[config.mk]
export PLATFORM = sky130hd
export DESIGN_NAME = can_stream_receive_checker_unit
export DESIGN_NICKNAME = d
export VERILOG_FILES = /design/src/csrc_pkg.sv /design/src/csrc_core.sv /design/src/can_stream_receive_checker_unit.sv
export SDC_FILE = /design/constraint.sdc
export NUM_CORES = 1
export LEC_CHECK = 0
export BUFFER_PORTS_ARGS = -buffer_cell sky130_fd_sc_hd__buf_4
export CORE_MARGIN = 5
export CORE_UTILIZATION = 50
export CTS_CLUSTER_SIZE = 30
export DETAILED_ROUTE_END_ITERATION = 6
export PLACE_DENSITY = 0.71
export SLEW_MARGIN = 20
export SYNTH_ARGS = -nofsm -noshare
export SYNTH_HDL_FRONTEND = slang
export SYNTH_HIERARCHICAL = 1
export SYNTH_SLANG_ARGS = --single-unit
[constraint.sdc]
create_clock -name clk -period 11.7 [get_ports clk]
set_input_delay 2.34 -clock clk [delete_from_list [all_inputs] [get_ports clk]]
set_output_delay 2.34 -clock clk [all_outputs]
set_load 0.01 [all_outputs]
[src/csrc_pkg.sv]
// shared types and constants for the can stream receive checker
package csrc_pkg;

  localparam int BUFFER_DEPTH = 256;
  localparam int COUNT_W      = 9;
  localparam int TICK_W       = 24;
  localparam int CFG_INDEX_W  = 3;
  localparam int CFG_DATA_W   = 64;

  // configuration register indexes
  localparam logic [CFG_INDEX_W-1:0] REG_STREAM_ID      = 3'd0;
  localparam logic [CFG_INDEX_W-1:0] REG_EXPECTED_BYTES = 3'd1;
  localparam logic [CFG_INDEX_W-1:0] REG_TIMEOUT_TICKS  = 3'd2;
  localparam logic [CFG_INDEX_W-1:0] REG_ERROR_PATTERN  = 3'd3;
  localparam logic [CFG_INDEX_W-1:0] REG_ERROR_LENGTH   = 3'd4;

  // opcodes of an input item
  localparam logic [1:0] OP_START = 2'd0;
  localparam logic [1:0] OP_FRAME = 2'd1;
  localparam logic [1:0] OP_TICK  = 2'd2;

  // status codes reported on the result channel
  localparam logic [2:0] STATUS_IDLE      = 3'd0;
  localparam logic [2:0] STATUS_RECEIVING = 3'd1;
  localparam logic [2:0] STATUS_AWAIT_ACK = 3'd2;
  localparam logic [2:0] STATUS_SUCCESS   = 3'd3;
  localparam logic [2:0] STATUS_ERROR     = 3'd4;
  localparam logic [2:0] STATUS_TIMEOUT   = 3'd5;
  localparam logic [2:0] STATUS_WRONG_ACK = 3'd6;

  typedef enum logic [6:0] {
    PH_IDLE      = 7'b0000001,
    PH_RECEIVING = 7'b0000010,
    PH_AWAIT_ACK = 7'b0000100,
    PH_SUCCESS   = 7'b0001000,
    PH_ERROR     = 7'b0010000,
    PH_TIMEOUT   = 7'b0100000,
    PH_WRONG_ACK = 7'b1000000
  } phase_t;

  typedef struct packed {
    logic [1:0]  opcode;
    logic [15:0] frame_id;
    logic [3:0]  frame_length;
    logic [63:0] frame_data;
  } in_item_t;

  typedef struct packed {
    logic [2:0]  status;
    logic        send_open;
    logic        write_valid;
    logic [7:0]  write_offset;
    logic [3:0]  write_count;
    logic [63:0] write_data;
  } out_item_t;

  typedef struct packed {
    logic [15:0]       stream_id;
    logic [COUNT_W-1:0] expected_bytes;
    logic [TICK_W-1:0] timeout_ticks;
    logic [63:0]       error_pattern;
    logic [2:0]        error_length;
  } cfg_t;

endpackage

[src/csrc_core.sv]
// transfer state and single-pass step logic of the stream receive checker
module csrc_core (
  input  logic                clk,
  input  logic                rst,
  input  csrc_pkg::cfg_t      cfg,
  input  logic                step,
  input  csrc_pkg::in_item_t  item,
  output csrc_pkg::out_item_t res
);

  csrc_pkg::phase_t                 phase, phase_next;
  logic [csrc_pkg::COUNT_W-1:0]     received_count, received_count_next;
  logic [7:0]                       running_xor, running_xor_next;
  logic [csrc_pkg::TICK_W-1:0]      elapsed_ticks, elapsed_ticks_next;

  logic [csrc_pkg::COUNT_W-1:0]     eff_expected;
  logic [csrc_pkg::COUNT_W-1:0]     remaining;
  logic [csrc_pkg::COUNT_W-1:0]     count_sum;
  logic [3:0]                       flen;
  logic [3:0]                       take;
  logic                             id_match;
  logic                             err_match;
  logic [7:0]                       term_byte;
  logic [63:0]                      kept_data;
  logic [7:0]                       frame_xor;
  logic [csrc_pkg::TICK_W-1:0]      ticks_inc;

  always_comb begin
    eff_expected = (cfg.expected_bytes > csrc_pkg::COUNT_W'(csrc_pkg::BUFFER_DEPTH)) ?
                   csrc_pkg::COUNT_W'(csrc_pkg::BUFFER_DEPTH) : cfg.expected_bytes;
    flen      = (item.frame_length > 4'd8) ? 4'd8 : item.frame_length;
    id_match  = (item.frame_id == cfg.stream_id);
    remaining = (received_count < eff_expected) ? (eff_expected - received_count) : '0;
    take      = (remaining < csrc_pkg::COUNT_W'(flen)) ? remaining[3:0] : flen;

    // error response: leading bytes equal the pattern, then a zero byte
    err_match = 1'b1;
    for (int i = 0; i < 8; i++) begin
      if ((3'(i) < cfg.error_length) &&
          (item.frame_data[i*8 +: 8] != cfg.error_pattern[i*8 +: 8])) begin
        err_match = 1'b0;
      end
    end
    term_byte = item.frame_data[cfg.error_length*8 +: 8];
    if (term_byte != 8'd0) begin
      err_match = 1'b0;
    end

    // keep only the clamped bytes and fold them into the xor
    kept_data = '0;
    frame_xor = '0;
    for (int i = 0; i < 8; i++) begin
      if (4'(i) < take) begin
        kept_data[i*8 +: 8] = item.frame_data[i*8 +: 8];
      end
      frame_xor = frame_xor ^ kept_data[i*8 +: 8];
    end

    count_sum = received_count + csrc_pkg::COUNT_W'(take);
    ticks_inc = (elapsed_ticks == {csrc_pkg::TICK_W{1'b1}}) ?
                elapsed_ticks : elapsed_ticks + 1'b1;
  end

  always_comb begin
    phase_next          = phase;
    received_count_next = received_count;
    running_xor_next    = running_xor;
    elapsed_ticks_next  = elapsed_ticks;
    res.send_open       = 1'b0;
    res.write_valid     = 1'b0;
    res.write_offset    = '0;
    res.write_count     = '0;
    res.write_data      = '0;

    if (item.opcode == csrc_pkg::OP_START) begin
      received_count_next = '0;
      running_xor_next    = '0;
      elapsed_ticks_next  = '0;
      res.send_open       = 1'b1;
      phase_next = (eff_expected == '0) ? csrc_pkg::PH_AWAIT_ACK : csrc_pkg::PH_RECEIVING;
    end else if ((item.opcode == csrc_pkg::OP_FRAME) && id_match) begin
      if (phase == csrc_pkg::PH_RECEIVING) begin
        if (err_match) begin
          phase_next = csrc_pkg::PH_ERROR;
        end else begin
          running_xor_next    = running_xor ^ frame_xor;
          received_count_next = count_sum;
          if (take != 4'd0) begin
            res.write_valid  = 1'b1;
            res.write_offset = received_count[7:0];
            res.write_count  = take;
            res.write_data   = kept_data;
          end
          if (count_sum >= eff_expected) begin
            phase_next = csrc_pkg::PH_AWAIT_ACK;
          end
        end
      end else if ((phase == csrc_pkg::PH_AWAIT_ACK) && (flen == 4'd1)) begin
        phase_next = (item.frame_data[7:0] == running_xor) ?
                     csrc_pkg::PH_SUCCESS : csrc_pkg::PH_WRONG_ACK;
      end
    end else if ((item.opcode == csrc_pkg::OP_TICK) &&
                 ((phase == csrc_pkg::PH_RECEIVING) || (phase == csrc_pkg::PH_AWAIT_ACK))) begin
      elapsed_ticks_next = ticks_inc;
      if (ticks_inc >= cfg.timeout_ticks) begin
        phase_next = csrc_pkg::PH_TIMEOUT;
      end
    end

    case (phase_next)
      csrc_pkg::PH_IDLE:      res.status = csrc_pkg::STATUS_IDLE;
      csrc_pkg::PH_RECEIVING: res.status = csrc_pkg::STATUS_RECEIVING;
      csrc_pkg::PH_AWAIT_ACK: res.status = csrc_pkg::STATUS_AWAIT_ACK;
      csrc_pkg::PH_SUCCESS:   res.status = csrc_pkg::STATUS_SUCCESS;
      csrc_pkg::PH_ERROR:     res.status = csrc_pkg::STATUS_ERROR;
      csrc_pkg::PH_TIMEOUT:   res.status = csrc_pkg::STATUS_TIMEOUT;
      csrc_pkg::PH_WRONG_ACK: res.status = csrc_pkg::STATUS_WRONG_ACK;
      default:                res.status = csrc_pkg::STATUS_IDLE;
    endcase
  end

  always_ff @(posedge clk) begin
    if (rst) begin
      phase          <= csrc_pkg::PH_IDLE;
      received_count <= '0;
      running_xor    <= '0;
      elapsed_ticks  <= '0;
    end else if (step) begin
      phase          <= phase_next;
      received_count <= received_count_next;
      running_xor    <= running_xor_next;
      elapsed_ticks  <= elapsed_ticks_next;
    end
  end

endmodule

[src/can_stream_receive_checker_unit.sv]
// top level of the can stream receive checker: item/result channels and registers
//
// receiving side of a can stream transfer. each input item (start, received
// frame or timer tick) gives exactly one result: the status after the item,
// an open-command request on start, and for stream frames a buffer write of
// the payload bytes clamped at the expected length. a frame on the stream id
// that matches the configured error response ends the transfer with error;
// once all bytes are in, a one-byte frame is checked against the running xor
// of the payload. one item is taken every clock cycle unless the input
// stalls; the item is held in the input register while the step logic works
// on it, and its result is written to the result register at the same edge
// as the transfer state is updated. while the result side
// stalls with the result register full, the input register takes one more
// item and then the input stalls. registers are written through a plain write
// port and should only be changed while no item is in flight.
module can_stream_receive_checker_unit (
  input  logic                                 clk,
  input  logic                                 rst,
  // input items
  input  logic                                 item_valid,
  output logic                                 item_stall,
  input  csrc_pkg::in_item_t                   item,
  // results
  output logic                                 result_valid,
  input  logic                                 result_stall,
  output csrc_pkg::out_item_t                  result,
  // register writes
  input  logic                                 cfg_write,
  input  logic [csrc_pkg::CFG_INDEX_W-1:0]     cfg_index,
  input  logic [csrc_pkg::CFG_DATA_W-1:0]      cfg_data
);

  csrc_pkg::cfg_t       cfg;
  csrc_pkg::in_item_t   held_item;
  logic                 held_valid;
  logic                 advance;
  logic                 item_take;
  csrc_pkg::out_item_t  step_res;

  // the held item moves on when the result register is empty or being drained
  assign advance    = held_valid && (!result_valid || !result_stall);
  assign item_stall = held_valid && !advance;
  assign item_take  = item_valid && !item_stall;

  // input register
  always_ff @(posedge clk) begin
    if (rst) begin
      held_valid <= 1'b0;
    end else if (item_take) begin
      held_valid <= 1'b1;
    end else if (advance) begin
      held_valid <= 1'b0;
    end
  end

  always_ff @(posedge clk) begin
    if (item_take) begin
      held_item <= item;
    end
  end

  // transfer state and step logic
  csrc_core u_core (
    .clk  (clk),
    .rst  (rst),
    .cfg  (cfg),
    .step (advance),
    .item (held_item),
    .res  (step_res)
  );

  // result register
  always_ff @(posedge clk) begin
    if (rst) begin
      result_valid <= 1'b0;
    end else if (advance) begin
      result_valid <= 1'b1;
    end else if (!result_stall) begin
      result_valid <= 1'b0;
    end
  end

  always_ff @(posedge clk) begin
    if (advance) begin
      result <= step_res;
    end
  end

  // configuration registers, unknown indexes are dropped
  always_ff @(posedge clk) begin
    if (rst) begin
      cfg.stream_id      <= '0;
      cfg.expected_bytes <= '0;
      cfg.timeout_ticks  <= csrc_pkg::TICK_W'(1000);
      cfg.error_pattern  <= '0;
      cfg.error_length   <= 3'd5;
    end else if (cfg_write) begin
      case (cfg_index)
        csrc_pkg::REG_STREAM_ID:      cfg.stream_id      <= cfg_data[15:0];
        csrc_pkg::REG_EXPECTED_BYTES: cfg.expected_bytes <= cfg_data[csrc_pkg::COUNT_W-1:0];
        csrc_pkg::REG_TIMEOUT_TICKS:  cfg.timeout_ticks  <= cfg_data[csrc_pkg::TICK_W-1:0];
        csrc_pkg::REG_ERROR_PATTERN:  cfg.error_pattern  <= cfg_data;
        csrc_pkg::REG_ERROR_LENGTH:   cfg.error_length   <= cfg_data[2:0];
        default: ;
      endcase
    end
  end

endmodule
==> flow_summary.toml, run 1 <==
[final_layout]
drive_above_1_share_pct = 17.1
fill_cells = 2836
design_area_um2 = 20200
syn2layout_area_growth_pct = 18.2
final_nets = 2056

[timing]
timing.final.hold_violations = 0
finalCritPeriodShare_pct = 72.7
slew_headroom_pct = 24.7
rsz0062_at_grt = "no"
tns_ns = 0
worst_pin_slew_ns = 1.13
finalSetupViolations = 0
report.final.slew_viol_count = 0
finClkSkew_ns = 0.0159
min_period_ns = 8.50
maxClockFrequency_ghz = 0.118

[floorplan]
initial_utilization_pct = 50.9
die_x_um = 195
dieArea_um2 = 38000
die_h_um = 195
io_pins = 241
rows = 67
fp.coreArea_um2 = 33600

[drt]
drt_iter0_drc = 1054
routedWlPerCell_um = 19.1
routed_via_density = 5.56
drc = 0
vias = 12919
dr.pass1.iters = 6
routed_wl_um = 44300
ant_nets = 0

[global_route]
grt_pass1_vias = 12844
globalRoute.totalOverflow = 0
grt_max_degree = 117
grt_first_pass_wirelength_um = 70000
track_usage_pct = 22.7
antenna_found_initial = 2

[clocking]
cts_setup_buffers = 0
clk_pin_slew_ns = 0.06
ctsHtreeMaxLevel = 2
cts_resized = 0
clkLatencyLatePin_ns = 0.52
ctsHoldBuffers = 0
clockBufferDepth = 3
clock-sinks = 325
cts_buffers = 36
cts_tree = "built"
clockRootBuffer = "clkbuf_16"

[placed_design]
port_buffers = 232
placed_area_um2 = 19000
gp_routability_congestion = 0.892
hpwl_um = 32200

[worst_setup_path]
arrival_ns = 8.88
worstSetupPathType = "flip-flop to flip-flop"
cp_slowest_stage_delay_ns = 0.74
required_ns = 12.07
endpoint_kind = "flip-flop"
startpoint_type = "flip-flop"
critPathTopFamily = "compound AO/OA/AOI/OAI gates"
cp_num_buf_inv = 3
worstPathMaxFanout = 28
slowest_stage = "mux2i_4"

[status]
status = "complete, no violations"

[power]
max-vdd-ir-drop_mv = 0.116
p_leak_nw = 8.09
pwr_density_cell_nw_per_um2 = 140

[synthesis]
yosysWarningCount = 6
syn_area_per_cell_um2 = 10.4
synth_nets = 1860
syn_area_um2 = 17100
synthCells = 1649

[job]
drv_cap = 0

[worst_hold_path]
hold_path_class = "flip-flop to flip-flop"
[through the flow]
| stage | std cells | util, % | power [mW] | worst slack, ns | hold slack, ns |
|---|---|---|---|---|---|
| after global placement | 2255 | 56.6 | 1.70 | 3.56 | 0.458 |
| final | 2322 | 60.1 | 2.83 | 3.20 | 0.475 |
| after detailed placement | 2255 | 56.6 | 1.71 | 3.33 | 0.466 |
| after CTS | 2320 | 60.1 | 2.84 | 3.28 | 0.478 |
| after floorplan | 1649 | - | 1.59 | 0.788 | 0.447 |
| after global routing | 2322 | 60.1 | 2.94 | 2.60 | 0.496 |
[layout by cell type (no fill, tap or decap), types with 5 or more instances in the layout]
cell         n
and2_1      75
xor2_1      58
or2_2       11
nor2b_1      8
a22oi_1     16
a21oi_1     90
inv_1       58
clkbuf_1    11
or3_1       13
a31oi_1     10
or4b_1       8
edfxtp_1   167
and3_1       9
mux2i_1    112
dfxtp_1    158
nor3_1      33
o22ai_1      8
nor2_1      93
nand4_1     24
a32oi_1     11
clkbuf_8     6
a211oi_1    11
nand2b_1   194
a21o_1      18
nand3b_1     5
clkbuf_16   38
buf_4      237
o21ai_0     49
ha_1        51
nand3_1     27
a311oi_1     8
nand2_1     65
nor4_1      31
xnor2_1     79
[metal layers]
| layer | part of all wire [%] | vias up | global-route usage (%) |
|---|---|---|---|
| li1 | - | 6240 | - |
| met1 | 45 | 6115 | 32.6 |
| met4 | 2.6 | 0 | 6.23 |
| met5 | 0 | - | 0 |
| met3 | 7.5 | 81 | 4.12 |
| met2 | 45 | 483 | 35.6 |
[final cells by class]
type / instances / area, um2 / share of cell area (%)
clock inverter: 10 / 118 / 0.582
sequential: 325 / 8180 / 40.5
timing repair buffer: 237 / 1780 / 8.80
clock buffer: 55 / 1070 / 5.32
tap: 448 / 561 / 2.77
antenna: 2 / 5.00 / 0.0248
inverter: 63 / 236 / 1.17
multi-input combinational: 1182 / 8260 / 40.9
[worst reg2reg max path, delay by kind of cell, from the launching register on]
kind            cells  cell delay (ns)
simple gates        8             1.47
xor+xnor            1             0.22
fa+ha+maj           4             1.45
mux                 2             1.12
flops               1             0.42
buf+inv             3             0.86
compound gates     10             2.82
[sequential cells by signal (all words and copies together) (netlist names)]
signal / cells
u_core/elapsed_ticks: 24
result_valid: 1
u_core/running_xor: 8
held_valid: 1
held_item: 86
u_core/received_count: 9
cfg: 108
u_core/phase: 7
result: 81
[worst paths after layout]
check	start	to	slack, ns	cells after the start
worst max register to register	cfg[99]	result[78]	3.20	28
worst min register to register	cfg[68]	cfg[68]	0.47	2
worst min-delay path	cfg[68]	cfg[68]	0.47	2
worst max-delay path	cfg[99]	result[78]	3.20	28
[power breakdown]
part / internal, mW / switching (mW) / leakage, nW
clock network: 0.680 / 0.452 / 0.575
registers: 1.24 / 0.0417 / 2.94
logic: 0.180 / 0.233 / 4.57
(Power assumes the default switching activity.)
==> inputs of run 2 (changes only) <==
--- a/config.mk
+++ b/config.mk
@@ -10,7 +10,7 @@
 export CORE_UTILIZATION = 50
 export CTS_CLUSTER_SIZE = 30
 export DETAILED_ROUTE_END_ITERATION = 6
-export PLACE_DENSITY = 0.71
+export PLACE_DENSITY = 0.74
 export SLEW_MARGIN = 20
 export SYNTH_ARGS = -nofsm -noshare
 export SYNTH_HDL_FRONTEND = slang
==> constraint.sdc (replaced) <==
create_clock -name clk -period 7.6 [get_ports clk]
set_input_delay 1.52 -clock clk [delete_from_list [all_inputs] [get_ports clk]]
set_output_delay 1.52 -clock clk [all_outputs]
set_load 0.01 [all_outputs]
==> run 2 against run 1 <==
Effect of this change: routed wire length rose by 1.7%; fmax rose by 20%; worst hold slack improved by 0.0031 ns; via count rose by 0.82%; clock skew rose by 0.014 ns; die area did not move; utilization rose by 0.70 points; cell area rose by 1.2%; global-route usage barely moved; cell count rose by 0.69%.
==> flow_summary.toml, run 2 (same netlist as run 1, synthesis figures left out) <==
[floorplan]
initial_utilization_pct = 50.9
dieArea_um2 = 38000
io_pins = 241
die_h_um = 195
fp.coreArea_um2 = 33600
rows = 67
die_x_um = 195

[power]
seqPwrFrac_pct = 43.4
pwr_density_cell_nw_per_um2 = 222
power_frac_clock_pct = 42.0
p_leak_nw = 8.21
swShare_pct = 25.3
power_switching_mw = 1.15
combinationalPowerShare_pct = 14.6
max-vdd-ir-drop_mv = 0.182
p_int_mw = 3.39

[worst_setup_path]
required_ns = 7.95
worstPathMaxFanout = 8
worstSetupPathType = "flip-flop to flip-flop"
slowest_stage = "fa_1"
r2r-start = "cfg[99]"
reg2reg_to = "result[79]"
path_common_cell = "ha_1"
startpoint_type = "flip-flop"
cp_slowest_stage_delay_ns = 0.50
arrival_ns = 7.44
r2r_cells = 34
reg2reg_slack_ns = 0.51
endpoint_kind = "flip-flop"

[final_layout]
final_cell_mix = "252 x buf_4, 194 x nand2b_1, 167 x edfxtp_1"
syn2layout_area_growth_pct = 19.6
instances_no_fill = 2338
top_register = "cfg"
final_util_pct = 60.8
layout_commonest_cell = "buf_4"
fill_cells = 2713
drive_above_1_share_pct = 18.1
reg_top3 = "cfg: 108 flops, held_item: 86 flops, result: 81 flops"
largest_register_ffs = 108
final_nets = 2071

[timing]
min_period_ns = 7.09
slew_headroom_pct = 30.6
tns_ns = 0
worst_pin_slew_ns = 1.04
finalSetupViolations = 0
report.final.slew_viol_count = 0
timing.final.hold_violations = 0
rsz0062_at_grt = "no"
finClkSkew_ns = 0.0301
maxClockFrequency_ghz = 0.141
finalCritPeriodShare_pct = 93.3

[placed_design]
hpwl_um = 32500
placed_cells = 2270
gp_routability_congestion = 0.893
port_buffers = 232

[global_route]
grt_pass1_vias = 12890
grt_max_degree = 118
track_usage_pct = 22.7
globalRoute.totalOverflow = 0
antenna_found_initial = 2
grt_first_pass_wirelength_um = 70300

[clocking]
clkLatencyLatePin_ns = 0.53
clk_pin_slew_ns = 0.06
clockRootBuffer = "clkbuf_16"
ctsHtreeMaxLevel = 2
clockBufferDepth = 3
cts_tree = "built"
clock-sinks = 325
cts_buffers = 36

[drt]
routed_via_density = 5.57
routedWlPerCell_um = 19.3
ant_nets = 0
drc = 0
routed_wl_um = 45100
vias = 13025
dr.pass1.iters = 5
drt_iter0_drc = 921

[status]
status = "complete, no violations"

[worst_hold_path]
min_path_cells = 2
hold_path_end = "cfg[90]"
hold_start = "cfg[90]"
hold_path_class = "flip-flop to flip-flop"

[job]
drv_cap = 0
## run 2: critical path, delay by kind of cell, from the launching register on
| family | cells | cell delay [ns] |
|---|---|---|
| AO/OA/AOI/OAI | 14 | 2.63 |
| adder cells (fa/ha/maj) | 5 | 1.55 |
| AND/OR/NAND/NOR | 8 | 1.43 |
| buffers and inverters | 6 | 0.53 |
| flip-flops | 1 | 0.41 |
| multiplexers | 1 | 0.36 |
## run 2: stage by stage
stage	power [mW]	hold WS [ns]	worst slack [ns]	cell area [um2]
CTS	4.56	0.478	0.280	20400
floorplan	2.44	0.447	0.201	17100
global placement	2.64	0.458	0.454	19100
detailed placement	2.66	0.465	0.318	19100
global route	4.71	0.499	0.0229	20400
finish	4.54	0.478	0.513	20400
## run 2: what timing repair did
action                                  CTS  global route
gates resized for setup                   0             3
endpoints found under the setup margin    0             5
buffers inserted                          0             0
hold buffers                              0             0
## run 2: routing by layer
metal / share of wire (%) / global-route usage (%) / vias up / routed length [um]
li1: - / - / 6269 / -
met1: 44 / 31.7 / 6176 / 19800
met2: 46 / 36.4 / 497 / 20600
met3: 7.9 / 4.64 / 83 / 3570
met4: 2.6 / 6.03 / 0 / 1150
met5: 0 / 0 / - / 0
## run 2: final cells by class
type                    count  area, um2  area share (%)
clock inverters            16        273            1.33
inverters                  63        236            1.16
flip-flops and latches    325       8180            40.0
well taps                 448        561            2.74
diodes                      2       5.00          0.0245
repair buffers            252       1890            9.25
multi-input cells        1182       8270            40.4
clock buffers              50       1040            5.07
## run 2: power by group through the flow
stage	Combinational [mW]	Sequential [mW]	Clock, mW
5_1_grt	0.718	1.98	2.02
3_3_place_gp	0.634	2.01	0
2_1_floorplan	0.452	1.99	0
6_report	0.663	1.97	1.91
4_1_cts	0.653	1.97	1.94
3_5_place_dp	0.649	2.01	0
## run 2: worst max-delay path by stage
stage	startpoint	end
floorplan	result_stall	u_core/received_count[4]
detailed placement	cfg[99]	result[79]
CTS	cfg[99]	result[79]
finish	cfg[99]	result[79]
global placement	cfg[99]	result[79]
global route	cfg[99]	result[79]
